**config.mk**
```make
export PLATFORM = sky130hd
export DESIGN_NAME = dgpg_sqrt_cell
export DESIGN_NICKNAME = d
export VERILOG_FILES = /design/src/hdl/direction_grid_point_generator_unit_defines.svh /design/src/hdl/dgpg_pkg.sv /design/src/hdl/dgpg_sqrt_cell.sv
export SDC_FILE = /design/constraint.sdc
export NUM_CORES = 1
export LEC_CHECK = 0
export BUFFER_PORTS_ARGS = -buffer_cell sky130_fd_sc_hd__buf_2
export CAP_MARGIN = 20
export CORE_AREA = 2 2 173 175
export DETAILED_ROUTE_END_ITERATION = 16
export DIE_AREA = 0 0 175 177
export GPL_ROUTABILITY_DRIVEN = 0
export GPL_TIMING_DRIVEN = 0
export PLACE_DENSITY_LB_ADDON = 0.3
export SLEW_MARGIN = 20
export SYNTH_ARGS = -nofsm -noshare
export SYNTH_HDL_FRONTEND = slang
export SYNTH_SLANG_ARGS = --single-unit
```
**constraint.sdc**
```tcl
create_clock -name i_clk -period 16.8 [get_ports i_clk]
set_input_delay 0.84 -clock i_clk [delete_from_list [all_inputs] [get_ports i_clk]]
set_output_delay 0.84 -clock i_clk [all_outputs]
set_load 0.05 [all_outputs]
```
**src/hdl/direction_grid_point_generator_unit_defines.svh**
```systemverilog
// Assertion macros for the direction grid point generator
`ifndef DIRECTION_GRID_POINT_GENERATOR_UNIT_DEFINES_SVH
`define DIRECTION_GRID_POINT_GENERATOR_UNIT_DEFINES_SVH
`ifndef SYNTHESIS
`define DGPG_ASSERT_ALWAYS(lbl, expr) \
    lbl: assert property (@(posedge i_clk) disable iff (!i_rst_n) (expr)) \
        else $error("dgpg: invariant violated");
`define DGPG_ASSERT_IMPL(lbl, ante, cons) \
    lbl: assert property (@(posedge i_clk) disable iff (!i_rst_n) (ante) |-> (cons)) \
        else $error("dgpg: implication violated");
`else
`define DGPG_ASSERT_ALWAYS(lbl, expr)
`define DGPG_ASSERT_IMPL(lbl, ante, cons)
`endif
`endif

```
**src/hdl/dgpg_pkg.sv**
```systemverilog
package dgpg_pkg;

    localparam int unsigned MAX_POINTS      = 4096;
    localparam int unsigned COORD_FRAC_BITS = 15;
    localparam int unsigned FRAC_SH         = 30 - COORD_FRAC_BITS;

    localparam logic [30:0] ONE_Q30   = 31'h4000_0000;
    localparam logic [31:0] PI_Q30    = 32'd3373259426;
    localparam logic [31:0] INV_GOLD  = 32'd2654435769;

    // register index, taken from paddr[2]
    localparam logic REG_MODE  = 1'b0;
    localparam logic REG_COUNT = 1'b1;

    typedef enum logic [1:0] {
        GEO_SPHERE = 2'd0,
        GEO_HALF   = 2'd1,
        GEO_CIRCLE = 2'd2,
        GEO_ARC    = 2'd3
    } t_geo;

    // data riding along each pipeline step
    typedef struct packed {
        logic        err;
        t_geo        geo;
        logic        zneg;
        logic [30:0] zmag;
        logic [31:0] phase;
        logic [30:0] polar;
    } t_side;

    typedef struct packed {
        logic        vld;
        logic [13:0] rem;
        logic [13:0] dvs;
        logic [32:0] quo;
        t_side       side;
    } t_div_bus;

    typedef struct packed {
        logic        vld;
        logic [60:0] v;
        logic [61:0] res;
        t_side       side;
    } t_sqrt_bus;

    typedef struct packed {
        logic        vld;
        logic [30:0] a;
        logic [31:0] a2;
        logic [30:0] ts;
        logic [30:0] tc;
        t_side       side;
    } t_trig_bus;

endpackage

```
**src/hdl/dgpg_sqrt_cell.sv**
```systemverilog
module dgpg_sqrt_cell #(
    parameter int unsigned K = 0
) (
    input  logic                 i_clk,
    input  logic                 i_rst_n,
    input  logic                 i_en,
    input  dgpg_pkg::t_sqrt_bus  i_bus,
    output dgpg_pkg::t_sqrt_bus  o_bus
);
    import dgpg_pkg::*;

    localparam logic [61:0] BITV = 62'(1) << (2 * K);

    logic [61:0] sum;
    logic        ge;
    t_sqrt_bus   r_bus;
    t_sqrt_bus   n_bus;

    always_comb begin
        sum   = i_bus.res + BITV;
        ge    = {1'b0, i_bus.v} >= sum;
        n_bus = i_bus;
        n_bus.v   = ge ? (i_bus.v - sum[60:0]) : i_bus.v;
        n_bus.res = ge ? ((i_bus.res >> 1) + BITV) : (i_bus.res >> 1);
    end

    always_ff @(posedge i_clk) begin
        if (!i_rst_n) begin
            r_bus.vld <= 1'b0;
        end else if (i_en) begin
            r_bus <= n_bus;
        end
    end

    assign o_bus = r_bus;

endmodule

```
==> run_summary.xml <==
<?xml version="1.0" encoding="UTF-8"?>
<metrics>
  <group name="layout">
    <metric name="largest_register_ffs" unit="">222</metric>
    <metric name="fin_util" unit="%">58.2</metric>
    <metric name="multiInputGateArea" unit="µm²">6480</metric>
    <metric name="area_delta_synth_final" unit="%">26.0</metric>
    <metric name="final_layout_size_suffix_gt1_share" unit="%">29.1</metric>
    <metric name="fillerInstances" unit="">2508</metric>
    <metric name="num-nets-final" unit="">2061</metric>
    <metric name="area.sequential" unit="µm²">6660</metric>
  </group>
  <group name="global_routing">
    <metric name="gr-total-overflow" unit="">0</metric>
    <metric name="number_of_global_route_vias_before_repair" unit="">11600</metric>
    <metric name="number_of_antenna_violations_at_the_first_check_in_global_routing" unit="">11</metric>
    <metric name="grtUsageTotal" unit="%">30.1</metric>
    <metric name="grt_first_pass_wirelength" unit="µm">70300</metric>
    <metric name="grt_start_max_net_pins" unit="">61</metric>
  </group>
  <group name="critical_path">
    <metric name="cp.required" unit="ns">17.03</metric>
    <metric name="critical_path_arrival" unit="ns">6.67</metric>
    <metric name="worstSetupEndpointType" unit="">flip-flop</metric>
    <metric name="worst_path_max_delay_cell" unit="">nor2_2</metric>
    <metric name="worstPathCellList" unit="">clkbuf_1 &gt; nand4_1 &gt; nor4_1 &gt; and4_1 &gt; nor2b_1 &gt; nand2_1 &gt; nor2_1 &gt; nand2_1 &gt; xor2_1 &gt; ha_1 &gt; clkbuf_1 &gt; and3_1 &gt; nand4_1 &gt; nor4_1 &gt; a311o_1 &gt; a21oi_1 &gt; nor2_1 &gt; nor2_2 &gt; buf_2 &gt; buf_2 &gt; o21ai_0</metric>
    <metric name="critical-path-max-stage-delay" unit="ns">0.65</metric>
    <metric name="critical_path.max_fanout" unit="">10</metric>
    <metric name="worstSetupStartpointType" unit="">input port</metric>
    <metric name="setup_crit_path_kind" unit="">in -&gt; reg</metric>
  </group>
  <group name="drt">
    <metric name="wire_per_inst" unit="µm">22.2</metric>
    <metric name="detailedRoute.firstIterationViolations" unit="">1269</metric>
    <metric name="route.vias.total" unit="">12500</metric>
    <metric name="avgViaCountPerCell" unit="">5.70</metric>
    <metric name="route.antenna.remaining_nets" unit="">0</metric>
    <metric name="route.detailed.drc" unit="">0</metric>
    <metric name="detailedRoute.firstPassIterationCount" unit="">6</metric>
    <metric name="drt_wl_total" unit="µm">48600</metric>
  </group>
  <group name="yosys">
    <metric name="yosysSeqAreaShare" unit="%">49.2</metric>
    <metric name="ys_top_cells_by_count" unit="">edfxtp_1 (221), nand2_1 (169), o21ai_0 (98)</metric>
    <metric name="synth.most_common_cell" unit="">edfxtp_1</metric>
    <metric name="synth.net_count" unit="">1601</metric>
    <metric name="synthesis.area" unit="µm²">13500</metric>
    <metric name="post_synth_num_cell_types" unit="">73</metric>
    <metric name="post_synth_top_area_share" unit="%">49.1</metric>
    <metric name="ys_ff_latch" unit="">222</metric>
    <metric name="synth-edff-count" unit="">221</metric>
    <metric name="synth_async_sr_flop_share" unit="%">0</metric>
    <metric name="netlist_instances" unit="">1312</metric>
    <metric name="synth_top_area_cell" unit="">edfxtp_1</metric>
    <metric name="post_synth_main_area_contributors" unit="">edfxtp_1 (49%), xor2_1 (5.9%), ha_1 (5.8%), xnor2_1 (5.6%), nand2_1 (4.7%)</metric>
    <metric name="yosys_most_used_dff" unit="">edfxtp_1</metric>
    <metric name="post_synth.cell_area_avg" unit="µm²">10.3</metric>
    <metric name="yosysWarnings" unit="">0</metric>
  </group>
  <group name="timing">
    <metric name="finalMaxSlewViolations" unit="">0</metric>
    <metric name="setup_repair_after_global_routing_missed_its_margin" unit="">no</metric>
    <metric name="max_slew.worst_pin.slew" unit="ns">0.921</metric>
    <metric name="clock.fmax" unit="GHz">0.155</metric>
    <metric name="slew_headroom" unit="%">38.3</metric>
    <metric name="worst_clock_skew" unit="ns">0</metric>
    <metric name="hold_violations" unit="">0</metric>
    <metric name="final.min_clock_period" unit="ns">6.44</metric>
    <metric name="setup_tns" unit="ns">0</metric>
    <metric name="timing.final.crit_share" unit="%">38.3</metric>
    <metric name="report.final.setup_viol" unit="">0</metric>
  </group>
  <group name="die">
    <metric name="core_region_area" unit="µm²">29200</metric>
    <metric name="floorplan.io_pins" unit="">447</metric>
    <metric name="start_util" unit="%">46.2</metric>
    <metric name="floorplan.die_area" unit="µm²">31000</metric>
    <metric name="num_rows" unit="">63</metric>
    <metric name="die_width" unit="µm">175</metric>
    <metric name="fp.dieH" unit="µm">177</metric>
  </group>
  <group name="clock_tree">
    <metric name="cts_max_path_buffers" unit="">3</metric>
    <metric name="post_cts_buffers" unit="">0</metric>
    <metric name="htree_levels" unit="">1</metric>
    <metric name="cts-root-buf" unit="">clkbuf_16</metric>
    <metric name="post_cts_resize_count" unit="">0</metric>
    <metric name="ctsHoldBuffers" unit="">0</metric>
    <metric name="cts_tree" unit="">built</metric>
    <metric name="worst_skew_pair.late_latency" unit="ns">0.53</metric>
    <metric name="cts-buffers-inserted" unit="">25</metric>
    <metric name="clk_pin_slew" unit="ns">0.06</metric>
    <metric name="clock-sinks" unit="">222</metric>
  </group>
  <group name="worst_hold_path">
    <metric name="worstHoldPathType" unit="">in -&gt; reg</metric>
  </group>
  <group name="pwr">
    <metric name="power_leakage" unit="µW">0.00680</metric>
    <metric name="vdd_ir_drop_max" unit="mV">0.0692</metric>
    <metric name="powerDensity" unit="nW/µm²">96.0</metric>
  </group>
  <group name="outcome">
    <metric name="run_status" unit="">completed</metric>
  </group>
  <group name="run">
    <metric name="cap_violations" unit="">0</metric>
  </group>
  <group name="placement">
    <metric name="place.detailed.hpwl" unit="µm">39100</metric>
    <metric name="portBuffers" unit="">429</metric>
  </group>
</metrics>
[layout make-up]
cell class	count	area share, %
Antenna cell	7	0.103
Clock inverter	15	0.632
Timing Repair Buffer	433	13.2
Sequential cell	222	39.1
Tap cell	390	2.86
Inverter	25	0.551
Buffer	67	1.69
Clock buffer	31	3.80
Multi-Input combinational cell	998	38.1
[metrics by stage]
stage / cells / power [µW] / worst slack, ns / instance area, µm² / hold WS [ns]
2_1_floorplan: 1312 / 993 / 10.35 / 13500 / 0.743
3_3_place_gp: 2131 / 1130 / 8.17 / 16200 / 0.527
3_5_place_dp: 2135 / 1130 / 9.97 / 16300 / 0.585
4_1_cts: 2181 / 1640 / 10.50 / 17000 / 0.459
5_1_grt: 2185 / 1690 / 10.02 / 17000 / 0.464
6_report: 2188 / 1630 / 10.36 / 17000 / 0.481
[cells by family after synthesis]
group / synth area share [%]
compound gates: 12.1
fa+ha+maj: 5.98
flops: 49.2
mux: 0.490
buf+inv: 2.82
xor+xnor: 11.5
simple gates: 17.9
[worst max-delay path, delay by kind of cell]
kind                     cells  cell delay [ns]
buffers and inverters        4             1.26
XOR/XNOR                     1             0.25
AND/OR/NAND/NOR             12             3.33
AO/OA/AOI/OAI                3             0.73
adder cells (fa/ha/maj)      1             0.27
[report_power, final]
part           internal [µW]  total (µW)  switching (µW)
clock network            289         514             224
registers                658         670            11.7
logic                    125         452             326
[per-layer routing]
| metal | share of wire (%) | routed length, µm | global-route usage (%) | vias to the layer above |
|---|---|---|---|---|
| li1 | - | - | - | 5751 |
| met1 | 40 | 19300 | 39.3 | 5842 |
| met2 | 47 | 22600 | 48.9 | 741 |
| met3 | 9.6 | 4660 | 6.68 | 128 |
| met4 | 4.0 | 1970 | 11.8 | 8 |
| met5 | 0.12 | 56 | 0 | - |
[worst paths after layout]
path                                 start    endpoint  slack, ns  cells past startpoint
worst min-delay path             i_bus[56]   o_bus[56]       0.48                      1
worst max register to register  o_bus[221]  o_bus[221]      16.14                      2
worst max-delay path            i_bus[114]  o_bus[219]      10.36                     21
worst min register to register  o_bus[221]  o_bus[221]       0.59                      2
[cell usage in the layout, fill, tap and decap left out, drive strengths merged, types with 11 or more instances in the layout]
cell | synthesis | routed
and3 | 18 | 18
clkinv | 0 | 11
edfxtp | 221 | 221
xnor2 | 86 | 86
o21ai | 101 | 101
ha | 63 | 63
o21bai | 14 | 14
buf | 16 | 449
nor4 | 18 | 18
a21oi | 83 | 83
nor3 | 31 | 31
nand3 | 32 | 32
clkbuf | 51 | 82
nand2 | 171 | 171
nor2 | 91 | 91
a21o | 16 | 16
xor2 | 91 | 91
inv | 25 | 26
nand4 | 59 | 59
Power figures use the tool's default switching activity.
