**config.mk**
```make
export PLATFORM = sky130hd
export DESIGN_NAME = dgpg_div_cell
export DESIGN_NICKNAME = d
export VERILOG_FILES = /design/src/hdl/direction_grid_point_generator_unit_defines.svh /design/src/hdl/dgpg_pkg.sv /design/src/hdl/dgpg_div_cell.sv
export SDC_FILE = /design/constraint.sdc
export NUM_CORES = 1
export LEC_CHECK = 0
export ABC_CLOCK_PERIOD_IN_PS = 9800
export BUFFER_PORTS_ARGS = -buffer_cell sky130_fd_sc_hd__buf_2
export CORE_MARGIN = 8
export CORE_UTILIZATION = 49
export CTS_BUF_LIST = sky130_fd_sc_hd__clkbuf_4 sky130_fd_sc_hd__clkbuf_8
export DETAILED_ROUTE_END_ITERATION = 10
export GPL_ROUTABILITY_DRIVEN = 0
export MAX_ROUTING_LAYER = met4
export PLACE_DENSITY = 0.95
export RECOVER_POWER = 50
export SYNTH_ARGS = -nofsm -noshare
export SYNTH_HDL_FRONTEND = slang
export SYNTH_SLANG_ARGS = --single-unit
```
**constraint.sdc**
```tcl
create_clock -name i_clk -period 9.8 [get_ports i_clk]
set_input_delay 0 -clock i_clk [delete_from_list [all_inputs] [get_ports i_clk]]
set_output_delay 0 -clock i_clk [all_outputs]
set_load 0.05 [all_outputs]
```
**src/hdl/direction_grid_point_generator_unit_defines.svh**
```systemverilog
// Assertion macros for the direction grid point generator
`ifndef DIRECTION_GRID_POINT_GENERATOR_UNIT_DEFINES_SVH
`define DIRECTION_GRID_POINT_GENERATOR_UNIT_DEFINES_SVH
`ifndef SYNTHESIS
`define DGPG_ASSERT_ALWAYS(lbl, expr) \
    lbl: assert property (@(posedge i_clk) disable iff (!i_rst_n) (expr)) \
        else $error("dgpg: invariant violated");
`define DGPG_ASSERT_IMPL(lbl, ante, cons) \
    lbl: assert property (@(posedge i_clk) disable iff (!i_rst_n) (ante) |-> (cons)) \
        else $error("dgpg: implication violated");
`else
`define DGPG_ASSERT_ALWAYS(lbl, expr)
`define DGPG_ASSERT_IMPL(lbl, ante, cons)
`endif
`endif

```
**src/hdl/dgpg_pkg.sv**
```systemverilog
package dgpg_pkg;

    localparam int unsigned MAX_POINTS      = 4096;
    localparam int unsigned COORD_FRAC_BITS = 15;
    localparam int unsigned FRAC_SH         = 30 - COORD_FRAC_BITS;

    localparam logic [30:0] ONE_Q30   = 31'h4000_0000;
    localparam logic [31:0] PI_Q30    = 32'd3373259426;
    localparam logic [31:0] INV_GOLD  = 32'd2654435769;

    // register index, taken from paddr[2]
    localparam logic REG_MODE  = 1'b0;
    localparam logic REG_COUNT = 1'b1;

    typedef enum logic [1:0] {
        GEO_SPHERE = 2'd0,
        GEO_HALF   = 2'd1,
        GEO_CIRCLE = 2'd2,
        GEO_ARC    = 2'd3
    } t_geo;

    // data riding along each pipeline step
    typedef struct packed {
        logic        err;
        t_geo        geo;
        logic        zneg;
        logic [30:0] zmag;
        logic [31:0] phase;
        logic [30:0] polar;
    } t_side;

    typedef struct packed {
        logic        vld;
        logic [13:0] rem;
        logic [13:0] dvs;
        logic [32:0] quo;
        t_side       side;
    } t_div_bus;

    typedef struct packed {
        logic        vld;
        logic [60:0] v;
        logic [61:0] res;
        t_side       side;
    } t_sqrt_bus;

    typedef struct packed {
        logic        vld;
        logic [30:0] a;
        logic [31:0] a2;
        logic [30:0] ts;
        logic [30:0] tc;
        t_side       side;
    } t_trig_bus;

endpackage

```
**src/hdl/dgpg_div_cell.sv**
```systemverilog
module dgpg_div_cell #(
    parameter bit FIRST = 1'b0
) (
    input  logic                i_clk,
    input  logic                i_rst_n,
    input  logic                i_en,
    input  dgpg_pkg::t_div_bus  i_bus,
    output dgpg_pkg::t_div_bus  o_bus
);
    import dgpg_pkg::*;

    logic [14:0] x;
    logic [14:0] diff;
    logic        ge;
    t_div_bus    r_bus;
    t_div_bus    n_bus;

    // the leading cell produces the integer quotient bit without doubling
    always_comb begin
        x     = FIRST ? {1'b0, i_bus.rem} : {i_bus.rem, 1'b0};
        ge    = x >= {1'b0, i_bus.dvs};
        diff  = x - {1'b0, i_bus.dvs};
        n_bus = i_bus;
        n_bus.rem = ge ? diff[13:0] : x[13:0];
        n_bus.quo = {i_bus.quo[31:0], ge};
    end

    always_ff @(posedge i_clk) begin
        if (!i_rst_n) begin
            r_bus.vld <= 1'b0;
        end else if (i_en) begin
            r_bus <= n_bus;
        end
    end

    assign o_bus = r_bus;

endmodule

```
==> impl_results.rst, run 1 <==
.. list-table::
   :header-rows: 1

   * - Metric
     - Value
   * - Portion of the post-synthesis area used by sequential elements
     - 0.8311
   * - Effective utilization at floorplan
     - 0.5031
   * - Placed wire-length estimate after detailed placement
     - 14.43 mm
   * - Yosys warnings
     - 0
   * - Netlist cell types
     - 40
   * - Outcome
     - did not finish
   * - Number of synthesized flops with an enable pin
     - 159
   * - Bufs on Longest Clock Path
     - 2
   * - Level count of the clock H-tree
     - 4
   * - Hold buffers post-CTS
     - 158
   * - Post-synth top flop
     - edfxtp_1
   * - Setup fix buffers added after clock tree synthesis
     - 0
   * - Mapped Cells
     - 288
   * - Syn nets
     - 466
   * - Async S/R FF share, synth
     - 0
   * - Exit stage
     - clock tree synthesis (4_1_cts)
   * - # IOs
     - 323
   * - Overall die width
     - 124.5 microns
   * - I/O Buffers
     - 321
   * - Placed Instances
     - 752
   * - Clock sink count
     - 160
   * - Flip-flop and latch count after synthesis
     - 160
   * - PostCTS Resize Cnt
     - 0
   * - TritonCTS buffer count
     - 17
   * - Die Span Y
     - 124.5 microns
   * - Tool error
     - [ERROR RSZ-0060] Max buffer count reached.
   * - Post-synthesis instance area
     - 5769 sq um
   * - CTS Root Buffer Type
     - clkbuf_8
   * - Synthesized area per cell
     - 20.03 sq um
   * - Standard-cell rows
     - 39
## metrics by stage
| step | hold slack, ns | worst slack (ns) | area (sq um) |
|---|---|---|---|
| floorplan | 0.09887 | 5.639 | 5769 |
| global placement | 0.1772 | 7.515 | 7553 |
| detailed placement | 0.1785 | 7.451 | 7553 |
## Yosys cell counts, types with 3 or more instances
master	instances	area [sq um]
o211ai_1	6	45.04
ha_1	14	175.2
xor2_1	5	43.79
o31ai_1	4	30.03
and3_1	4	25.02
a21oi_1	6	30.03
o21ai_0	9	45.04
nor2_1	11	41.29
mux2_4	7	105.1
inv_1	19	71.32
nor2b_1	3	18.77
edfxtp_1	159	4775
a21o_1	4	30.03
nand3_1	3	15.01
## logic make-up after synthesis
family / after synthesis / share of synthesized area
muxes: 9 / 0.02190
buffers and inverters: 21 / 0.01583
xor gates and xnor gates: 7 / 0.01063
adders and majority gates: 15 / 0.03383
and+or+nand+nor: 30 / 0.02668
DFF: 160 / 0.8311
AOI/OAI and AO/OA: 46 / 0.06007
==> run 2, diff against run 1 <==
--- a/config.mk
+++ b/config.mk
@@ -8,12 +8,10 @@
 export ABC_CLOCK_PERIOD_IN_PS = 9800
 export BUFFER_PORTS_ARGS = -buffer_cell sky130_fd_sc_hd__buf_2
 export CORE_MARGIN = 8
-export CORE_UTILIZATION = 49
-export CTS_BUF_LIST = sky130_fd_sc_hd__clkbuf_4 sky130_fd_sc_hd__clkbuf_8
+export CORE_UTILIZATION = 40
 export DETAILED_ROUTE_END_ITERATION = 10
 export GPL_ROUTABILITY_DRIVEN = 0
-export MAX_ROUTING_LAYER = met4
-export PLACE_DENSITY = 0.95
+export PLACE_DENSITY_LB_ADDON = 0.15
 export RECOVER_POWER = 50
 export SYNTH_ARGS = -nofsm -noshare
 export SYNTH_HDL_FRONTEND = slang
==> run 2 against run 1 <==
  * The flow now finishes without violations
  * Synthesized cell count is the same
  * Synthesized area is the same
==> impl_results.rst, run 2 <==
.. list-table::
   :header-rows: 1

   * - Metric
     - Value
   * - Outcome
     - finished clean
   * - Data required time at the worst endpoint
     - 9.96 ns
   * - Category of the worst setup path launch point
     - input port
   * - Final Hold Vio Count
     - 0
   * - Launch point of the critical path
     - i_bus[138]
   * - Via density per instance
     - 4.652
   * - Signed area change from the synthesized netlist to the final layout
     - 67.17%
   * - Largest family of logic cells by synthesized area
     - compound AO/OA/AOI/OAI gates
   * - Worst skew pair latency
     - 0.41 ns
   * - Leakage dissipation
     - 3.887 nW
   * - Number of remaining DRC errors
     - 0
   * - Category of cells accounting for the largest share of critical-path delay
     - compound AO/OA/AOI/OAI gates
   * - Crit path cell chain
     - dlygate4sd3_1, clkbuf_1, inv_1, ha_1, a21o_1, o21ai_1, a21oi_1, a211oi_4, o21a_4, inv_6, mux2_4
   * - Final total power
     - 1.859 mW
   * - Number of cells on the worst reg-to-reg path
     - 3
   * - Final net count
     - 965
   * - Routed wire length per instance
     - 19.57 microns
   * - I/O Buffers
     - 321
   * - Flop2flop setup slack
     - 8.63 ns
   * - Top cells by instance count after synthesis
     - edfxtp_1, inv_1, ha_1, nor2_1, o21ai_0
   * - CP endpoint
     - o_bus[148]$_DFFE_PP_
   * - Maximum vdd ir drop
     - 117.5 uV
   * - Standard-cell rows
     - 44
   * - Share of the synthesized area in compound gates (AO/OA/AOI/OAI)
     - 0.06007
   * - Global-route usage over all layers
     - 0.2022
   * - Leading cell type in the layout, fill and taps excluded
     - buf_2
   * - CTS tree
     - built
   * - Total number of vias
     - 4,578
   * - Flip-flop count of the largest register, all copies and words added
     - 160
   * - Effective utilization at floorplan
     - 0.4031
   * - Overall die width
     - 136.1 microns
   * - Reg-to-Reg Start
     - o_bus[159]$_SDFFE_PN0P_
   * - Psw
     - 0.5333 mW
   * - Flip-flop and latch count after synthesis
     - 160
   * - CTS Root Buffer Type
     - clkbuf_16
   * - Commonest cells after routing, fill and taps aside
     - buf_2, dlygate4sd3_1, edfxtp_1
   * - Power per cell area
     - 192.8 nW/um^2
   * - Delay of the slowest critical-path stage
     - 0.53 ns
   * - Total die area
     - 18,520 sq um
   * - Fin cells
     - 984
   * - Synthesized area per cell
     - 20.03 sq um
   * - Aggregate routed wire length
     - 19.26 mm
   * - Final critical path time including I/O delays and setup
     - 2.519 ns
   * - Internal portion of total power
     - 1.326 mW
   * - Clock skew
     - 0 ns
   * - Library cell with the highest instance count after synthesis
     - edfxtp_1
   * - Min-Delay Path Class
     - input port to register
   * - Share of cells above drive strength 1
     - 0.3104
   * - Number of optimization iterations in the first detailed-route pass
     - 4
   * - Total negative slack
     - 0 ns
   * - Syn nets
     - 466
   * - Setup repair after global routing missed its margin
     - no
   * - Kind of end point of the critical path
     - register
   * - Total congestion overflow
     - 0
   * - Number of synthesized flops with an enable pin
     - 159
   * - Violation count after the first detailed-route iteration
     - 235
   * - Yosys warnings
     - 0
   * - Post-synth top area cell
     - edfxtp_1
   * - Util after Layout
     - 0.6738
   * - Share of power burned in the clock network
     - 0.356
   * - Number of global-route vias before repair
     - 4,916
   * - Capture instance of the worst register-to-register path
     - o_bus[159]$_SDFFE_PN0P_
   * - Fraction of power consumed by combinational cells
     - 0.201
   * - Relative contribution of sequential cells to total power
     - 0.442
   * - Post-Synth Adder-Cell Area
     - 0.03383
   * - Largest net degree at the start of global routing
     - 83
   * - Initial antenna violation count
     - 1
   * - Kind of critical path
     - input port to register
   * - Async S/R FF share, synth
     - 0
   * - Post-route ant nets
     - 0
   * - Hold depth
     - 5
   * - Simple logic cell fraction of the synthesized area
     - 0.02668
   * - Slowest CP cell
     - dlygate4sd3_1
   * - Switching part of the total power
     - 0.2868
   * - Post-synthesis instance area
     - 5769 sq um
   * - Biggest area contributors in the synthesized netlist
     - edfxtp_1, ha_1, mux2_4
   * - Fin. max-slew vios
     - 0
   * - Max-Slew Margin vs Limit
     - 0.3154
   * - Worst Tran Pin Value
     - 1.027 ns
   * - Proportion of netlist area held by the largest area contributor
     - 0.8276
   * - Portion of the post-synthesis area used by sequential elements
     - 0.8311
   * - Max-cap violations
     - 0
   * - Netlist cell types
     - 40
   * - Total stage count of the critical path
     - 11
   * - Worst Path Arrival
     - 2.68 ns
   * - Die Span Y
     - 136.1 microns
   * - Level count of the clock H-tree
     - 4
   * - Buffers and inverters on the worst path
     - 4
   * - First-pass GRT wire length
     - 27.97 mm
   * - Peak Freq
     - 0.3969 GHz
   * - Post-synth top flop
     - edfxtp_1
   * - TritonCTS buffer count
     - 17
   * - Clock slew at the register clock pins of the worst setup and hold paths
     - 0.06 ns
   * - Final setup violation count
     - 0
   * - Share of synthesized area spent on multiplexers
     - 0.02190
   * - Placed Instances
     - 793
   * - Critical Path Fanout Max
     - 8
   * - XOR/XNOR share of the synthesized area
     - 0.01063
   * - Final worst path period share
     - 0.2571
   * - Placed wire-length estimate after detailed placement
     - 13.17 mm
   * - Core ar.
     - 14,310 sq um
   * - Mapped Cells
     - 288
   * - # IOs
     - 323
   * - Clock sink count
     - 160
   * - Bufs on Longest Clock Path
     - 2
## run 2: what timing repair did
action,CTS,global route
resized for setup,0,0
hold buffers,159,0
buffers inserted,0,0
endpoints found under the hold margin,159,0
## run 2: layout make-up
| class | count | area, sq um |
|---|---|---|
| antenna | 1 | 2.502 |
| clock buffer | 18 | 429.2 |
| clock inverter | 13 | 165.2 |
| fill | 1041 | 4669 |
| inverter | 20 | 80.08 |
| multi-input combinational | 107 | 885.9 |
| sequential | 160 | 4795 |
| tap | 184 | 230.2 |
| timing repair buffer | 481 | 3057 |
## run 2: cells by family (layout without fill, tap and decap cells)
kind of cell	after synthesis	in the layout
DFF	160	160
AOI/OAI and AO/OA	46	46
xor gates and xnor gates	7	7
other	0	1
muxes	9	9
adders and majority gates	15	15
and+or+nand+nor	30	30
buffers and inverters	21	532
## run 2: metrics by stage
| stage | instance area [sq um] | worst slack (ns) | hold slack, ns |
|---|---|---|---|
| after floorplan | 5769 | 5.639 | 0.09887 |
| after global placement | 7605 | 7.432 | 0.1775 |
| after detailed placement | 7605 | 7.452 | 0.1784 |
| after CTS | 9791 | 7.337 | 0.1518 |
| after global routing | 9644 | 7.077 | 0.2090 |
| final | 9644 | 7.281 | 0.1864 |
## run 2: worst min-delay path by stage
stage               start                   end  slack, ns
2_1_floorplan    i_bus[0]    o_bus[0]$_DFFE_PP_        0.1
3_3_place_gp    i_bus[61]   o_bus[61]$_DFFE_PP_       0.18
3_5_place_dp    i_bus[95]   o_bus[95]$_DFFE_PP_       0.18
4_1_cts        i_bus[158]  o_bus[156]$_DFFE_PP_       0.15
5_1_grt        i_bus[158]  o_bus[156]$_DFFE_PP_       0.21
6_report       i_bus[158]  o_bus[156]$_DFFE_PP_       0.19
## run 2: per-layer routing
| layer | global-route usage | up-vias | part of all wire |
|---|---|---|---|
| met5 | 0 | - | 0 |
| met4 | 0.09640 | 0 | 0.025 |
| met3 | 0.06837 | 30 | 0.088 |
| met2 | 0.3657 | 229 | 0.54 |
| met1 | 0.2048 | 2188 | 0.35 |
| li1 | - | 2131 | - |
## run 2: power groups by stage
stage / registers (mW) / logic (mW) / clock network [mW]
floorplan: 1.01 / 0.0629 / 0
global placement: 0.833 / 0.327 / 0
detailed placement: 0.835 / 0.330 / 0
CTS: 0.821 / 0.383 / 0.674
global route: 0.827 / 0.393 / 0.703
finish: 0.823 / 0.375 / 0.662
## run 2: tightest hold or removal path, stage by stage
cell,delay [ns]
buf_2,0.09
nor2_1,0.04
o21ai_0,0.08
a41oi_2,0.09
o21ai_0,0.18
(Power assumes the default switching activity.)
==> run 3, diff against run 2 <==
--- a/config.mk
+++ b/config.mk
@@ -5,7 +5,7 @@
 export SDC_FILE = /design/constraint.sdc
 export NUM_CORES = 1
 export LEC_CHECK = 0
-export ABC_CLOCK_PERIOD_IN_PS = 9800
+export ABC_CLOCK_PERIOD_IN_PS = 2300
 export BUFFER_PORTS_ARGS = -buffer_cell sky130_fd_sc_hd__buf_2
 export CORE_MARGIN = 8
 export CORE_UTILIZATION = 40
==> constraint.sdc (replaced) <==
create_clock -name i_clk -period 2.3 [get_ports i_clk]
set_input_delay 0 -clock i_clk [delete_from_list [all_inputs] [get_ports i_clk]]
set_output_delay 0 -clock i_clk [all_outputs]
set_load 0.05 [all_outputs]
==> run 3 against run 2 <==
  * Routed wire length increased by 4.0%
  * Core utilization increased by 1.7 points
  * Global-route usage increased by 0.67 points
  * Critical path depth decreased by 1
  * Design area increased by 2.5%
==> impl_results.rst, run 3 (same netlist as run 2, synthesis figures left out) <==
.. list-table::
   :header-rows: 1

   * - Metric
     - Value
   * - CTS Root Buffer Type
     - clkbuf_16
   * - Number of remaining DRC errors
     - 0
   * - Effective utilization at floorplan
     - 0.4031
   * - Placed wire-length estimate after detailed placement
     - 13.71 mm
   * - Maximum vdd ir drop
     - 411.9 uV
   * - Clock sink count
     - 160
   * - Largest net degree at the start of global routing
     - 71
   * - Metal-1 WL
     - 7.312 mm
   * - Number of global-route vias before repair
     - 4,901
   * - Worst Tran Pin Value
     - 0.6850 ns
   * - Routed wire length per instance
     - 20.14 microns
   * - Core ar.
     - 14,310 sq um
   * - Violation count after the first detailed-route iteration
     - 276
   * - Final Hold Vio Count
     - 0
   * - Max-cap violations
     - 0
   * - Critical Path Fanout Max
     - 8
   * - Final total power
     - 8.172 mW
   * - Final worst path period share
     - 0.9540
   * - Standard-cell rows
     - 44
   * - Category of the worst setup path launch point
     - input port
   * - Global-route usage over all layers
     - 0.2089
   * - Level count of the clock H-tree
     - 4
   * - Worst Path Arrival
     - 2.36 ns
   * - Total number of vias
     - 4,620
   * - Sum of met2 wire segment lengths after detailed routing
     - 10.61 mm
   * - Placed Instances
     - 800
   * - Min-Delay Path Class
     - input port to register
   * - Clock skew
     - 0 ns
   * - Worst skew pair latency
     - 0.42 ns
   * - Peak Freq
     - 0.4558 GHz
   * - Highest routing layer actually used
     - met4
   * - Aggregate routed wire length
     - 20.02 mm
   * - Number of optimization iterations in the first detailed-route pass
     - 4
   * - Signed area change from the synthesized netlist to the final layout
     - 71.37%
   * - TritonCTS buffer count
     - 17
   * - # IOs
     - 323
   * - Fill cell count
     - 1,037
   * - CTS tree
     - built
   * - Length of routed met3 wiring
     - 1.496 mm
   * - Via density per instance
     - 4.648
   * - Kind of critical path
     - input port to register
   * - Total die area
     - 18,520 sq um
   * - Flip-flop count of the largest register, all copies and words added
     - 160
   * - Bufs on Longest Clock Path
     - 2
   * - Final net count
     - 974
   * - Commonest cells after routing, fill and taps aside
     - buf_2, dlygate4sd3_1, edfxtp_1
   * - Power per cell area
     - 826.6 nW/um^2
   * - Leakage dissipation
     - 4.049 nW
   * - Share of cells above drive strength 1
     - 0.3733
   * - Kind of end point of the critical path
     - register
   * - Final critical path time including I/O delays and setup
     - 2.194 ns
   * - First-pass GRT wire length
     - 28.69 mm
   * - Total congestion overflow
     - 0
   * - Max-Slew Margin vs Limit
     - 0.5453
   * - Clock slew at the register clock pins of the worst setup and hold paths
     - 0.06 ns
   * - Fin cells
     - 994
   * - Overall die width
     - 136.1 microns
   * - Leading cell type in the layout, fill and taps excluded
     - buf_2
   * - Die Span Y
     - 136.1 microns
   * - Post-route ant nets
     - 0
   * - Initial antenna violation count
     - 0
   * - Data required time at the worst endpoint
     - 2.47 ns
   * - Fin. max-slew vios
     - 0
   * - Final setup violation count
     - 0
   * - I/O Buffers
     - 321
   * - Outcome
     - finished clean
run 3: path summary, 6_finish.rpt:
kind	start	endpoint	slack, ns	depth (start not counted)
worst min-delay path	i_bus[131]	o_bus[145]$_SDFFCE_PN0P_	0.04	3
worst min register to register	o_bus[159]$_SDFFE_PN0P_	o_bus[159]$_SDFFE_PN0P_	1.12	3
worst max register to register	o_bus[159]$_SDFFE_PN0P_	o_bus[159]$_SDFFE_PN0P_	1.11	3
worst max-delay path	i_bus[137]	o_bus[154]$_DFFE_PP_	0.11	10
run 3: power breakdown:
part           switching (mW)  internal [mW]  total, mW
Sequential             0.0579           3.45       3.50
Clock                    1.18           1.84       3.01
Combinational            1.11          0.541       1.66
run 3: what timing repair did:
action / 4_1_cts / 5_1_grt
endpoints found under the hold margin: 158 / 0
resized for setup: 0 / 12
hold buffers: 159 / 0
endpoints found under the setup margin: 0 / 10
buffers inserted: 0 / 2
run 3: final cells by class:
| class | instances | area, sq um | share of cell area |
|---|---|---|---|
| Inverter | 20 | 80.08 | 0.008099 |
| Antenna cell | 1 | 2.502 | 0.0002531 |
| Clock inverter | 14 | 202.7 | 0.02050 |
| Timing Repair Buffer | 490 | 3192 | 0.3228 |
| Sequential cell | 160 | 4795 | 0.4849 |
| Tap cell | 184 | 230.2 | 0.02329 |
| Multi-Input combinational cell | 107 | 955.9 | 0.09668 |
| Clock buffer | 18 | 429.2 | 0.04341 |
run 3: stage by stage:
stage	setup slack [ns]	cell area, sq um	util	hold WS, ns	TNS [ns]
final	0.1059	9887	0.6907	0.03503	0
after global routing	-0.01250	9884	0.6906	0.05091	-0.02542
after CTS	0.001578	9906	0.6920	0.009288	0
after detailed placement	0.01186	7682	0.5367	0.1784	0
after global placement	0.06191	7682	0.5367	0.1773	0
after floorplan	0.3048	5772	-	0.09887	0
run 3: worst max-delay path, stage by stage:
cell,delay [ns]
dlygate4sd3_1,0.54
buf_2,0.12
inv_1,0.04
ha_1,0.35
and3_1,0.18
and3_2,0.28
a211oi_4,0.25
o21a_4,0.23
inv_6,0.08
mux2_4,0.30
run 3: metal layers:
| metal | vias to the layer above | global-route usage |
|---|---|---|
| li1 | 2143 | - |
| met1 | 2224 | 0.2267 |
| met2 | 215 | 0.3712 |
| met3 | 38 | 0.05691 |
| met4 | 0 | 0.09823 |
| met5 | - | 0 |
